**src/hw/rtl/iev_pkg.sv**
```systemverilog
`timescale 1ns / 1ps

package iev_pkg;

  // default character store depth
  localparam int DEF_FIFO_DEPTH = 64;

  // result queue between the decoder and the output port
  localparam int QUEUE_DEPTH = 3;

  // command codes
  localparam logic CMD_EVENT = 1'b0;
  localparam logic CMD_READ  = 1'b1;

  // event types
  localparam logic [15:0] EV_SYNC = 16'h0000;
  localparam logic [15:0] EV_KEY  = 16'h0001;
  localparam logic [15:0] EV_ABS  = 16'h0003;

  // absolute axes
  localparam logic [15:0] AXIS_X = 16'h0000;
  localparam logic [15:0] AXIS_Y = 16'h0001;

  // mouse button key codes
  localparam logic [15:0] BTN_LEFT   = 16'h0110;
  localparam logic [15:0] BTN_RIGHT  = 16'h0111;
  localparam logic [15:0] BTN_MIDDLE = 16'h0112;

  // key state that queues a character
  localparam logic [31:0] KEY_PRESS = 32'd1;

  // one result beat
  typedef struct packed {
    logic signed [31:0] pointer_x;
    logic signed [31:0] pointer_y;
    logic [2:0]         button_bits;
    logic               frame_changed;
    logic               char_valid;
    logic [6:0]         char_out;
    logic [6:0]         chars_waiting;
    logic               char_dropped;
  } result_t;

  // us layout key code to ascii, zero for unmapped codes
  function automatic logic [6:0] keymap_lookup(input logic [15:0] code);
    logic [6:0] ch;
    case (code)
      16'd1:   ch = 7'h1b;
      16'd2:   ch = 7'h31;
      16'd3:   ch = 7'h32;
      16'd4:   ch = 7'h33;
      16'd5:   ch = 7'h34;
      16'd6:   ch = 7'h35;
      16'd7:   ch = 7'h36;
      16'd8:   ch = 7'h37;
      16'd9:   ch = 7'h38;
      16'd10:  ch = 7'h39;
      16'd11:  ch = 7'h30;
      16'd12:  ch = 7'h2d;
      16'd13:  ch = 7'h3d;
      16'd14:  ch = 7'h08;
      16'd15:  ch = 7'h09;
      16'd16:  ch = 7'h71;
      16'd17:  ch = 7'h77;
      16'd18:  ch = 7'h65;
      16'd19:  ch = 7'h72;
      16'd20:  ch = 7'h74;
      16'd21:  ch = 7'h79;
      16'd22:  ch = 7'h75;
      16'd23:  ch = 7'h69;
      16'd24:  ch = 7'h6f;
      16'd25:  ch = 7'h70;
      16'd26:  ch = 7'h5b;
      16'd27:  ch = 7'h5d;
      16'd28:  ch = 7'h0a;
      16'd30:  ch = 7'h61;
      16'd31:  ch = 7'h73;
      16'd32:  ch = 7'h64;
      16'd33:  ch = 7'h66;
      16'd34:  ch = 7'h67;
      16'd35:  ch = 7'h68;
      16'd36:  ch = 7'h6a;
      16'd37:  ch = 7'h6b;
      16'd38:  ch = 7'h6c;
      16'd39:  ch = 7'h3b;
      16'd40:  ch = 7'h27;
      16'd41:  ch = 7'h60;
      16'd43:  ch = 7'h5c;
      16'd44:  ch = 7'h7a;
      16'd45:  ch = 7'h78;
      16'd46:  ch = 7'h63;
      16'd47:  ch = 7'h76;
      16'd48:  ch = 7'h62;
      16'd49:  ch = 7'h6e;
      16'd50:  ch = 7'h6d;
      16'd51:  ch = 7'h2c;
      16'd52:  ch = 7'h2e;
      16'd53:  ch = 7'h2f;
      16'd57:  ch = 7'h20;
      default: ch = 7'h00;
    endcase
    return ch;
  endfunction

endpackage

```
**src/hw/rtl/input_event_decoder.sv**
```systemverilog
`timescale 1ns / 1ps

// Input event decoder: takes pointer/keyboard events or key-read requests and
// returns one result beat per item. One item is taken every cycle while
// in_stall is low. An accepted item is first registered as the decoded beat,
// together with the registered read port of the character store; the beat
// then enters the result queue, from which it can be taken. This three-entry
// queue sits before the output, so input keeps flowing while a result waits
// to be taken. Input stalls only when that queue and the item in flight fill
// it. Absolute X/Y and button events update pending state, a sync
// commits it, and key presses are mapped through a US layout into a
// FIFO_DEPTH-entry character store.
module input_event_decoder import iev_pkg::*; #(
  parameter int FIFO_DEPTH = DEF_FIFO_DEPTH
) (
  input  logic               clk,
  input  logic               rst,
  input  logic               in_valid,
  output logic               in_stall,
  input  logic               command,
  input  logic [15:0]        event_type,
  input  logic [15:0]        event_code,
  input  logic signed [31:0] event_value,
  output logic               out_valid,
  input  logic               out_stall,
  output logic signed [31:0] pointer_x,
  output logic signed [31:0] pointer_y,
  output logic [2:0]         button_bits,
  output logic               frame_changed,
  output logic               char_valid,
  output logic [6:0]         char_out,
  output logic [6:0]         chars_waiting,
  output logic               char_dropped
);

  logic       accept;
  logic       res_valid;
  result_t    res;
  result_t    head_res;
  logic [1:0] q_count;

  // room for the queued results plus the one in flight
  assign in_stall = ({1'b0, q_count} + {2'b00, res_valid}) > 3'(QUEUE_DEPTH - 1);
  assign accept   = in_valid && !in_stall;

  iev_core #(
    .FIFO_DEPTH (FIFO_DEPTH)
  ) u_core (
    .clk         (clk),
    .rst         (rst),
    .accept      (accept),
    .command     (command),
    .event_type  (event_type),
    .event_code  (event_code),
    .event_value (event_value),
    .res_valid   (res_valid),
    .res         (res)
  );

  iev_out_queue u_queue (
    .clk        (clk),
    .rst        (rst),
    .push       (res_valid),
    .push_res   (res),
    .pop        (out_valid && !out_stall),
    .head_valid (out_valid),
    .head_res   (head_res),
    .count      (q_count)
  );

  // output beat fields
  assign pointer_x     = head_res.pointer_x;
  assign pointer_y     = head_res.pointer_y;
  assign button_bits   = head_res.button_bits;
  assign frame_changed = head_res.frame_changed;
  assign char_valid    = head_res.char_valid;
  assign char_out      = head_res.char_out;
  assign chars_waiting = head_res.chars_waiting;
  assign char_dropped  = head_res.char_dropped;

endmodule

```
**src/hw/rtl/iev_core.sv**
```systemverilog
`timescale 1ns / 1ps

module iev_core import iev_pkg::*; #(
  parameter int FIFO_DEPTH = DEF_FIFO_DEPTH
) (
  input  logic               clk,
  input  logic               rst,
  input  logic               accept,
  input  logic               command,
  input  logic [15:0]        event_type,
  input  logic [15:0]        event_code,
  input  logic signed [31:0] event_value,
  output logic               res_valid,
  output result_t            res
);

  localparam int PW = $clog2(FIFO_DEPTH);
  localparam int CW = $clog2(FIFO_DEPTH + 1);
  localparam logic [PW-1:0] LAST_PTR = PW'(FIFO_DEPTH - 1);
  localparam logic [CW-1:0] FULL_CNT = CW'(FIFO_DEPTH);

  // decoder state
  logic signed [31:0] pending_x, pending_x_next;
  logic signed [31:0] pending_y, pending_y_next;
  logic [2:0]         pending_buttons, pending_buttons_next;
  logic signed [31:0] committed_x, committed_x_next;
  logic signed [31:0] committed_y, committed_y_next;
  logic [2:0]         committed_buttons, committed_buttons_next;
  logic [PW-1:0]      write_pointer, write_pointer_next;
  logic [PW-1:0]      read_pointer, read_pointer_next;
  logic [CW-1:0]      fill_count, fill_count_next;

  // character store
  logic [6:0] char_store [FIFO_DEPTH];
  logic [6:0] rd_data;
  logic       mem_we;
  logic       mem_re;
  logic [6:0] key_char;
  logic [2:0] btn_mask;

  // first stage result, character filled in from rd_data
  result_t s1_res;
  result_t s1_res_next;
  logic    s1_valid;

  // decode one item
  always_comb begin
    pending_x_next         = pending_x;
    pending_y_next         = pending_y;
    pending_buttons_next   = pending_buttons;
    committed_x_next       = committed_x;
    committed_y_next       = committed_y;
    committed_buttons_next = committed_buttons;
    write_pointer_next     = write_pointer;
    read_pointer_next      = read_pointer;
    fill_count_next        = fill_count;
    mem_we                 = 1'b0;
    mem_re                 = 1'b0;
    s1_res_next            = '0;
    key_char               = keymap_lookup(event_code);

    case (event_code)
      BTN_LEFT:   btn_mask = 3'b001;
      BTN_RIGHT:  btn_mask = 3'b010;
      BTN_MIDDLE: btn_mask = 3'b100;
      default:    btn_mask = 3'b000;
    endcase

    if (command == CMD_READ) begin
      if (fill_count != '0) begin
        mem_re                 = 1'b1;
        read_pointer_next      = (read_pointer == LAST_PTR) ? '0 : read_pointer + PW'(1);
        fill_count_next        = fill_count - CW'(1);
        s1_res_next.char_valid = 1'b1;
      end
    end else begin
      case (event_type)
        EV_ABS: begin
          if (event_code == AXIS_X) begin
            pending_x_next = event_value;
          end else if (event_code == AXIS_Y) begin
            pending_y_next = event_value;
          end
        end
        EV_KEY: begin
          if (btn_mask != 3'b000) begin
            if (event_value != '0) begin
              pending_buttons_next = pending_buttons | btn_mask;
            end else begin
              pending_buttons_next = pending_buttons & ~btn_mask;
            end
          end else if (event_value == KEY_PRESS && key_char != 7'h00) begin
            if (fill_count >= FULL_CNT) begin
              s1_res_next.char_dropped = 1'b1;
            end else begin
              mem_we             = 1'b1;
              write_pointer_next = (write_pointer == LAST_PTR) ? '0
                                                               : write_pointer + PW'(1);
              fill_count_next    = fill_count + CW'(1);
            end
          end
        end
        EV_SYNC: begin
          if (pending_x != committed_x || pending_y != committed_y ||
              pending_buttons != committed_buttons) begin
            committed_x_next          = pending_x;
            committed_y_next          = pending_y;
            committed_buttons_next    = pending_buttons;
            s1_res_next.frame_changed = 1'b1;
          end
        end
        default: begin
        end
      endcase
    end

    s1_res_next.pointer_x     = committed_x_next;
    s1_res_next.pointer_y     = committed_y_next;
    s1_res_next.button_bits   = committed_buttons_next;
    s1_res_next.chars_waiting = 7'(fill_count_next);
  end

  // state registers
  always_ff @(posedge clk) begin
    if (rst) begin
      pending_x         <= '0;
      pending_y         <= '0;
      pending_buttons   <= '0;
      committed_x       <= '0;
      committed_y       <= '0;
      committed_buttons <= '0;
      write_pointer     <= '0;
      read_pointer      <= '0;
      fill_count        <= '0;
      s1_valid          <= 1'b0;
    end else begin
      s1_valid <= accept;
      if (accept) begin
        pending_x         <= pending_x_next;
        pending_y         <= pending_y_next;
        pending_buttons   <= pending_buttons_next;
        committed_x       <= committed_x_next;
        committed_y       <= committed_y_next;
        committed_buttons <= committed_buttons_next;
        write_pointer     <= write_pointer_next;
        read_pointer      <= read_pointer_next;
        fill_count        <= fill_count_next;
      end
    end
  end

  // first stage payload
  always_ff @(posedge clk) begin
    if (accept) begin
      s1_res <= s1_res_next;
    end
  end

  // character store, registered read port
  always_ff @(posedge clk) begin
    if (accept && mem_we) begin
      char_store[write_pointer] <= key_char;
    end
    if (accept && mem_re) begin
      rd_data <= char_store[read_pointer];
    end
  end

  // merge read data into the result
  always_comb begin
    res          = s1_res;
    res.char_out = s1_res.char_valid ? rd_data : 7'h00;
  end

  assign res_valid = s1_valid;

endmodule

```
**src/hw/rtl/iev_out_queue.sv**
```systemverilog
`timescale 1ns / 1ps

module iev_out_queue import iev_pkg::*; (
  input  logic    clk,
  input  logic    rst,
  input  logic    push,
  input  result_t push_res,
  input  logic    pop,
  output logic    head_valid,
  output result_t head_res,
  output logic [1:0] count
);

  localparam logic [1:0] LAST_SLOT = 2'(QUEUE_DEPTH - 1);

  result_t    entries [QUEUE_DEPTH];
  logic [1:0] head;
  logic [1:0] tail;

  // queue pointers and occupancy
  always_ff @(posedge clk) begin
    if (rst) begin
      head  <= '0;
      tail  <= '0;
      count <= '0;
    end else begin
      if (push) begin
        tail <= (tail == LAST_SLOT) ? '0 : tail + 2'd1;
      end
      if (pop) begin
        head <= (head == LAST_SLOT) ? '0 : head + 2'd1;
      end
      count <= count + 2'(push) - 2'(pop);
    end
  end

  // result storage
  always_ff @(posedge clk) begin
    if (push) begin
      entries[tail] <= push_res;
    end
  end

  assign head_valid = (count != '0);
  assign head_res   = entries[head];

endmodule
```
**config.mk**
```make
export PLATFORM = sky130hd
export DESIGN_NAME = input_event_decoder
export DESIGN_NICKNAME = d
export VERILOG_FILES = /design/src/hw/rtl/iev_pkg.sv /design/src/hw/rtl/input_event_decoder.sv /design/src/hw/rtl/iev_core.sv /design/src/hw/rtl/iev_out_queue.sv
export SDC_FILE = /design/constraint.sdc
export NUM_CORES = 1
export LEC_CHECK = 0
export BUFFER_PORTS_ARGS = -buffer_cell sky130_fd_sc_hd__buf_2
export CAP_MARGIN = 20
export CORE_MARGIN = 1.5
export CORE_UTILIZATION = 48
export DETAILED_ROUTE_END_ITERATION = 8
export GPL_TIMING_DRIVEN = 0
export RECOVER_POWER = 25
export SLEW_MARGIN = 20
export SYNTH_ARGS = -nofsm -noshare
export SYNTH_HDL_FRONTEND = slang
export SYNTH_SLANG_ARGS = --single-unit
```
**constraint.sdc**
```tcl
create_clock -name clk -period 11.8 [get_ports clk]
set_input_delay 0.59 -clock clk [delete_from_list [all_inputs] [get_ports clk]]
set_output_delay 0.59 -clock clk [all_outputs]
set_load 0.1 [all_outputs]
```
==> run metrics, run 1 <==
Initial DRC Count 1766; Die X 286 µm; CTS root buffer clkbuf_16; top cells by area, synth edfxtp_1 (61%), mux4_2 (8.6%), dfxtp_1 (8.4%); post-synthesis async set-or-reset flop share 0; nets@finish 2798; Final Cell Area 44300 µm²; insertion delay to the later sink of the worst-skew pair 0.67 ns; worst r2r path cells 4; routed length on met2 47600 µm; max cap viols 0; Hold WS 0.222 ns; post-placement cell area 41200 µm²; largest family of logic cells by synthesized area multiplexers; # hold bufs at CTS 0; fmax 0.230 GHz; routed vias 21800; post-synthesis mux area share 0.148; Hold Violations, Final 0; R2R Path Start u_core.res_valid; Yosys top cell area share 0.611; Worst R2R Setup Slack 7.83 ns; Seq/Total Area, Yosys 0.695; Crit path depth 6; fraction of synthesized cell area in xor and xnor cells 0.0173; Post-Syn Area per Cell 15.9 µm²; clk sinks 946; CP bufs+invs 4; met3 wire len 5920 µm; hpwl dp 67900 µm; Die ar. 82000 µm²; grt ovf 0; antenna violations before repair 9; vias in the first global route 21700; crit-path cells clkbuf_1 > clkbuf_1 > clkbuf_1 > nand2_1 > o21ai_0 > buf_2; CP max stage delay 0.75 ns; final period utilization 0.368; largest net degree at the start of global routing 65; clk buf depth 3; pin slew with the least headroom to its limit 1.46 ns; # Post-CTS Setup Buffers 0; Core Area 79300 µm²; Syn Inst Count 2421; CTS tree done; EDFF count, synth 784; top routing layer in use met5; total CTS buffers 96; DRT Pass-1 Iters 5; Final setup viols 0; Lkg Pwr 13.4 nW; warnings from Yosys 0; Hold Crit Depth 3; CP required 11.21 ns; Synth Area in Adders 0.00714; Area Growth Syn to Fin 14.9%; Main synth FF type edfxtp_1; I/O pins 155; Crit Path Class flop to output pin; min Tclk post-route 4.35 ns; outcome finished clean; Max Clock Skew 0.0407 ns; CP delay by family, top buffers and inverters; number of buffers added on ports 152; Pwr Total 8.53 mW; largest area contributor in the synthesized netlist edfxtp_1; Worst-path clk slew 0.06 ns; crit-path most repeated cell clkbuf_1; hold path startpoint event_value[23]; Crit Path Max Fanout 10; simple-gate area share of the yosys netlist 0.0753; Compound-Gate Fraction of Synth Area 0.0377; Worst Setup End Kind output pin; worst r2r dst u_queue.entries[1][78]; PwrDens 193 nW/µm²; placement row count 103; GRT Total Usage 0.234; CP Launch Type flop; Yosys reg bits 946; crit path DAT 3.76 ns; Die Y 286 µm; drt total wl 96300 µm; first-pass GRT wire length 141000 µm; HP Class input pin to flop; slowest CP cell clkbuf_1; WL/cell 25.0 µm; Antenna Violating Nets Remaining 0; Worst Hold Endpoint u_core.pending_x[23]; Initial Util 0.486; Post-Syn Area 38500 µm²; fin util 0.559; GPL Wtd Cong 0.894; count leader, synth edfxtp_1; H-tree level count 3; worst slew margin relative to its limit 0.0259; max-slew violations 0; syn_nets 2512; post-DR vias/cell 5.66; WL met1 40200 µm; DRC Markers 0; RSZ-0062 raised after global routing no; Peak VDD IR 151 µV; top cells by count, synth edfxtp_1 (784), nand2_1 (240), dfxtp_1 (162); Yosys cell types 70; share of layout cells above drive strength 1 0.228; CTS resizes 0
layout by cell type (no fill, tap or decap), types with 8 or more instances in the layout:
master	synthesis	routed
nor2_1	141	140
clkbuf_1	88	127
mux4_2	148	148
buf_1	28	25
mux2i_1	159	159
ha_1	22	22
buf_2	29	179
nor3_1	24	17
xnor2_1	64	64
nor2b_1	9	9
nand3_1	19	19
clkinv_1	1	12
clkinv_2	0	23
dfxtp_1	162	162
nand2_1	240	240
a21oi_1	83	83
o21ai_0	106	106
buf_4	2	13
nor4_1	21	21
clkbuf_8	0	9
clkbuf_16	0	99
xor2_1	12	12
buf_6	7	8
bufinv_16	0	8
edfxtp_1	784	784
nor4_4	1	9
nand4_1	24	24
nor4_2	32	24
mux2_2	68	68
inv_1	24	24
or3_1	10	10
power breakdown:
group | leakage [nW] | switching (mW) | internal (mW)
Clock | 1.59 | 1.28 | 1.78
Sequential | 7.53 | 0.0700 | 3.81
Combinational | 4.27 | 1.25 | 0.337
layer usage:
layer,track usage,up-vias
li1,-,9878
met1,0.311,11100
met2,0.391,691
met3,0.0483,146
met4,0.0657,4
met5,0,-
logic make-up (layout without fill, tap and decap cells):
kind of cell	count (synthesis)	after routing
AOI/OAI and AO/OA	244	244
adders and majority gates	22	22
buffers and inverters	180	548
and+or+nand+nor	578	578
muxes	375	375
DFF	946	946
xor gates and xnor gates	76	76
other	0	6
worst max-delay path by stage:
stage                     slack, ns                        to             start
after floorplan                4.60     u_queue.entries[2][0]  u_core.res_valid
after global placement        -0.48    u_queue.entries[2][74]  u_core.res_valid
after detailed placement       7.09  u_core.char_store[50][5]     event_code[0]
after CTS                      7.30             pointer_x[24]              flop
after global routing           7.12             pointer_x[21]              flop
final                          7.45             pointer_x[12]              flop
worst min-delay path, stage by stage:
cell and delay (ns):
buf_2 0.13, nand2_1 0.06, a21oi_1 0.06
registers in the layout, summed over array words and instances (netlist names), 3 cells and up, named ones only:
register                  flops
u_core.char_store           448
u_queue.entries             252
u_core.res                   77
u_core.committed_x           32
u_core.committed_y           32
u_core.pending_x             32
u_core.pending_y             32
u_core.fill_count             7
u_core.rd_data                7
u_core.read_pointer           6
u_core.write_pointer          6
u_core.committed_buttons      3
final cells by class:
type / count / area (µm²)
fillers: 6296 / 35000
flip-flops and latches: 946 / 26800
well taps: 1050 / 1310
multi-input cells: 1295 / 11100
inverters: 26 / 103
diodes: 6 / 15.0
repair buffers: 188 / 1050
clock buffers: 127 / 2670
plain buffers: 154 / 677
clock inverters: 53 / 551
through the flow:
stage / cells / TNS (ns) / setup slack, ns
2_1_floorplan: 2421 / 0 / 4.60
3_3_place_gp: 3623 / -38.97 / -0.478
3_5_place_dp: 3658 / 0 / 7.09
4_1_cts: 3838 / 0 / 7.30
5_1_grt: 3839 / 0 / 7.12
6_report: 3845 / 0 / 7.45
(Power assumes the default switching activity.)
==> run 2, diff against run 1 <==
==> constraint.sdc (replaced) <==
create_clock -name clk -period 4.52 [get_ports clk]
set_input_delay 0.226 -clock clk [delete_from_list [all_inputs] [get_ports clk]]
set_output_delay 0.226 -clock clk [all_outputs]
set_load 0.1 [all_outputs]
==> run metrics, run 2 (synthesized netlist as in run 1, its figures left out) <==
switching pwr 6.79 mW (+160%); Core Area 79300 µm² (unchanged); post-DR vias/cell 5.68 (+0.31%); Comb pwr share 0.190 (+0.003); routed vias 22000 (+0.83%); Seq pwr share 0.460 (+0.005); insertion delay to the later sink of the worst-skew pair 0.67 ns (about the same); clk sinks 946 (unchanged); failing checks max-capacitance violations, max-slew violations; HP Class input pin to flop; Worst Setup End Kind output pin; fmax 0.253 GHz; Worst-path clk slew 0.06 ns (about the same); Die Y 286 µm (unchanged); most common cell after layout, fill and taps aside edfxtp_1; Hold WS 0.0693 ns (-0.153 ns); first-pass GRT wire length 143000 µm (+1.4%); CTS resizes 0 (unchanged); Reg area 26800 µm² (unchanged); Crit Path Max Fanout 10 (unchanged); grt ovf 0 (unchanged); max reg flops 448 (unchanged); Antenna Violating Nets Remaining 0 (unchanged); I/O pins 155 (unchanged); clk buf depth 3 (unchanged); Peak VDD IR 365 µV (+140%); worst slew margin relative to its limit -0.628 (-0.654); min Tclk post-route 3.95 ns; Crit Path Class flop to output pin; clock share of power 0.350 (-0.009); RSZ-0062 raised after global routing no; CTS root buffer clkbuf_16; CTS tree done; CP required 4.29 ns (-6.92 ns); Hold Violations, Final 0 (unchanged); largest net degree at the start of global routing 65 (unchanged); # hold bufs at CTS 33 (+33); filler cell count 6272 (-0.38%); Hold Crit Depth 3 (unchanged); placement row count 103 (unchanged); Top reg by flops u_core.char_store; number of buffers added on ports 152 (unchanged); vias in the first global route 21800 (+0.66%); hpwl dp 67700 µm (-0.43%); WL/cell 25.1 µm (+0.19%); Die X 286 µm (unchanged); final period utilization 0.874; Area Growth Syn to Fin 15.4%; max-slew violations 65 (+65); nets@finish 2822 (+0.86%); Initial Util 0.486 (unchanged); fin util 0.561 (+0.00273); Final setup viols 0 (unchanged); worst r2r path cells 6 (+2); Power Internal 15.2 mW (+160%); GRT Total Usage 0.237 (+0.00291); max cap viols 1 (+1); antenna violations before repair 4 (-5); H-tree level count 3 (unchanged); PwrDens 494 nW/µm² (+160%); share of layout cells above drive strength 1 0.221 (-0.00700); Multi-input gate area 11100 µm² (+0.15%); drt total wl 97000 µm (+0.71%); Lkg Pwr 13.4 nW (+0.35%); GPL Wtd Cong 0.886 (-0.88%); total CTS buffers 95 (-1.0%); DRT Pass-1 Iters 6 (+1); pin slew with the least headroom to its limit 2.44 ns (+0.981 ns); # Post-CTS Setup Buffers 0 (unchanged); Initial DRC Count 1876 (+6.2%); DRC Markers 0 (unchanged); Max Clock Skew 0.0395 ns (-0.00126 ns); outcome finished, violations left; crit path DAT 3.72 ns (-0.04 ns); CP Launch Type flop; Die ar. 82000 µm² (unchanged); commonest cells after routing, fill and taps aside edfxtp_1 (784), nand2_1 (240), buf_2 (181), dfxtp_1 (162), mux2i_1 (159); switch share 0.308 (+0.00306)
[run 2: cell count changes in the layout (fill, tap and decap cells not counted), sizes merged]
cell,previous run,this run
clkinv,41,39
bufinv,8,7
diode,6,1
clkbuf,239,226
inv,27,32
clkinvlp,3,4
buf,230,232
dlygate4sd3,0,33
[run 2: layer usage]
metal / share of wire / global-route usage
met1: 0.43 / 0.328
met4: 0.019 / 0.0585
met2: 0.50 / 0.400
met5: 0.00013 / 0
met3: 0.050 / 0.0294
[run 2: layout make-up]
type	count	share of cell area
buffer	154	0.0152
antenna	1	0.0000562
clock inverter	56	0.0120
inverter	26	0.00231
sequential	946	0.602
clock buffer	124	0.0566
tap	1050	0.0295
timing repair buffer	213	0.0322
multi-input combinational	1295	0.250
[run 2: per-stage QoR]
step / cells / cell area (µm²) / total power, mW / TNS (ns) / worst slack (ns)
2_1_floorplan: 2421 / 38600 / 13.4 / 0 / 0.00527
3_3_place_gp: 3623 / 40600 / 14.4 / -913.17 / -2.97
3_5_place_dp: 3650 / 41200 / 14.5 / 0 / 0.218
4_1_cts: 3863 / 44600 / 22.2 / 0 / 0.410
5_1_grt: 3864 / 44500 / 22.7 / 0 / 0.342
6_report: 3865 / 44500 / 22.0 / 0 / 0.571
[run 2: path summary, 6_finish.rpt]
check / start / endpoint / slack (ns)
worst max-delay path: flop / pointer_x[27] / 0.57
worst min register to register: u_core.res[74] / u_queue.entries[2][74] / 0.47
worst min-delay path: rst / u_core.fill_count[3] / 0.07
worst max register to register: u_core.read_pointer[1] / u_core.rd_data[1] / 0.67
[run 2: power groups by stage]
stage	clock network, mW	registers (mW)	logic [mW]
2_1_floorplan	0	10.2	3.19
3_3_place_gp	0	10.3	4.10
3_5_place_dp	0	10.3	4.22
4_1_cts	7.83	10.1	4.24
5_1_grt	8.16	10.2	4.39
6_report	7.70	10.1	4.18
[run 2: worst max-delay path, cell delays in order, from the launching register on]
cell and delay, ns:
dfxtp_1 0.61, clkbuf_1 0.78, clkbuf_1 0.44, clkbuf_1 0.48, nand2_1 0.09, o21ai_0 0.16, buf_2 0.50
==> run 3, diff against run 2 <==
--- a/config.mk
+++ b/config.mk
@@ -8,7 +8,7 @@
 export BUFFER_PORTS_ARGS = -buffer_cell sky130_fd_sc_hd__buf_2
 export CAP_MARGIN = 20
 export CORE_MARGIN = 1.5
-export CORE_UTILIZATION = 48
+export CORE_UTILIZATION = 35
 export DETAILED_ROUTE_END_ITERATION = 8
 export GPL_TIMING_DRIVEN = 0
 export RECOVER_POWER = 25
==> run metrics, run 3 (synthesized netlist as in run 1, its figures left out) <==
outcome finished, violations left; failing checks max-capacitance violations, max-slew violations; worst slew margin relative to its limit -0.0619 (+0.566); crit path DAT 4.48 ns (+0.76 ns); DRT Pass-1 Iters 6 (unchanged); CP Launch Type flop; hold path startpoint out_stall; Area Growth Syn to Fin 16.5%; RSZ-0062 raised after global routing no; post-DR vias/cell 5.15 (-9.3%); largest net degree at the start of global routing 65 (unchanged); max cap viols 2 (+1); crit-path cells nand2_1 > nor2_1 > clkbuf_1 > clkbuf_1 > clkbuf_1 > buf_16; Peak VDD IR 506 µV (+39%); Pwr Total 22.0 mW (-0.15%); vias in the first global route 21300 (-2.5%); slowest CP cell clkbuf_1; CP max stage delay 0.91 ns (+0.13 ns); placement row count 121 (+17%); Die ar. 112000 µm² (+37%); min Tclk post-route 4.10 ns (+0.153 ns); total CTS buffers 97 (+2.1%); DRC Markers 0 (unchanged); first-pass GRT wire length 140000 µm (-1.8%); most common cell after layout, fill and taps aside edfxtp_1; routed vias 21800 (-0.65%); Final setup viols 0 (unchanged); Initial Util 0.354 (-0.133); insertion delay to the later sink of the worst-skew pair 0.69 ns (+0.02 ns); CTS root buffer clkbuf_16; Initial DRC Count 1802 (-3.9%); worst r2r dst u_queue.entries[1][51]; crit-path most repeated cell clkbuf_1; Worst Setup End Kind flop; Top reg by flops u_core.char_store; Worst R2R Setup Slack 0.42 ns (-0.25 ns); CP bufs+invs 4 (unchanged); Crit Path Class flop to flop; PwrDens 489 nW/µm² (-1.0%); HP Class input pin to flop; GRT Total Usage 0.167 (-0.0693); H-tree level count 3 (unchanged); number of buffers added on ports 152 (unchanged); clk buf depth 3 (unchanged); Hold Crit Depth 4 (+1); final period utilization 0.907 (+0.0338); worst r2r path cells 6 (unchanged); Max Clock Skew 0.0370 ns (-0.00247 ns); Hold Violations, Final 0 (unchanged); drt total wl 94900 µm (-2.1%); Antenna Violating Nets Remaining 0 (unchanged); fmax 0.244 GHz (-3.7%); I/O pins 155 (unchanged); Die X 335 µm (+17%); pre-CTS WS 0.152 ns (-0.0665 ns); clk sinks 946 (unchanged); hpwl dp 65700 µm (-2.9%); share of layout cells above drive strength 1 0.218 (-0.00308); commonest cells after routing, fill and taps aside edfxtp_1 (784), nand2_1 (240), buf_2 (179), dfxtp_1 (162), mux2i_1 (159); nets@finish 2826 (+0.14%); max-slew violations 40 (-38%); Lkg Pwr 13.4 nW (-0.10%); CP delay by family, top buffers and inverters; antenna violations before repair 10 (+6); max reg flops 448 (unchanged); Core Area 109000 µm² (+38%); grt ovf 0 (unchanged); Final WS setup 0.418 ns (-0.153 ns); CP required 4.90 ns (+0.61 ns); WL/cell 22.4 µm (-11%); Worst Hold Endpoint u_queue.head[0]; Die Y 335 µm (+17%); Crit Path Max Fanout 18 (+8); CTS tree done; pin slew with the least headroom to its limit 1.58 ns (-0.861 ns); R2R Path Start u_core.res_valid; Worst-path clk slew 0.06 ns (about the same); GPL Wtd Cong 0.891 (+0.56%)
-- run 3: layout make-up --
type,instances,area (µm²)
Clock buffer,133,2660
Inverter,26,103
Fill cell,9898,64100
Timing Repair Buffer,215,1400
Multi-Input combinational cell,1295,11100
Antenna cell,3,7.51
Sequential cell,946,26800
Tap cell,1414,1770
Clock inverter,48,418
Buffer,154,674
-- run 3: metal layers --
metal / GRT usage / wire [µm] / up-vias / part of all wire
met1: 0.233 / 42500 / 11000 / 0.45
met3: 0.0343 / 5950 / 152 / 0.063
met5: 0 / 72 / - / 0.00076
met2: 0.262 / 43900 / 696 / 0.46
met4: 0.0542 / 2540 / 12 / 0.027
li1: - / - / 9943 / -
-- run 3: worst max-delay path by stage --
stage	startpoint	to	slack (ns)	cells after the start
after detailed placement	event_code[0]	u_core.char_store[47][4]	0.15	12
after floorplan	u_queue.tail[0]	u_queue.entries[1][0]	0.005	2
final	u_core.res_valid	u_queue.entries[1][51]	0.42	6
after global routing	u_core.res_valid	u_queue.entries[1][51]	0.13	6
after CTS	flop	button_bits[2]	0.42	5
after global placement	u_core.res_valid	u_queue.entries[1][45]	-2.93	2
-- run 3: through the flow --
stage                     cells  utilization  cell area [µm²]  setup TNS [ns]  hold slack [ns]
after floorplan            2421            -            38600               0            0.366
after global placement     3987        0.377            41100         -841.78            0.446
after detailed placement   4013        0.382            41600               0            0.460
after CTS                  4229        0.414            45100               0            0.247
after global routing       4232        0.412            44900               0            0.341
final                      4234        0.412            44900               0            0.308
-- run 3: worst min-delay path, stage by stage --
cell and delay (ns):
buf_2 0.07, nand2b_1 0.41, a21oi_1 0.13, nor2_1 0.11
-- run 3: timing repair --
item	4_1_cts	5_1_grt
hold buffers	35	0
buffers inserted	0	0
gates resized for setup	0	0
endpoints found under the hold margin	68	0
-- run 3: power breakdown --
part	switching, mW	total [mW]	internal [mW]
clock	3.36	7.74	4.38
combinational	3.20	4.09	0.897
sequential	0.194	10.1	9.94
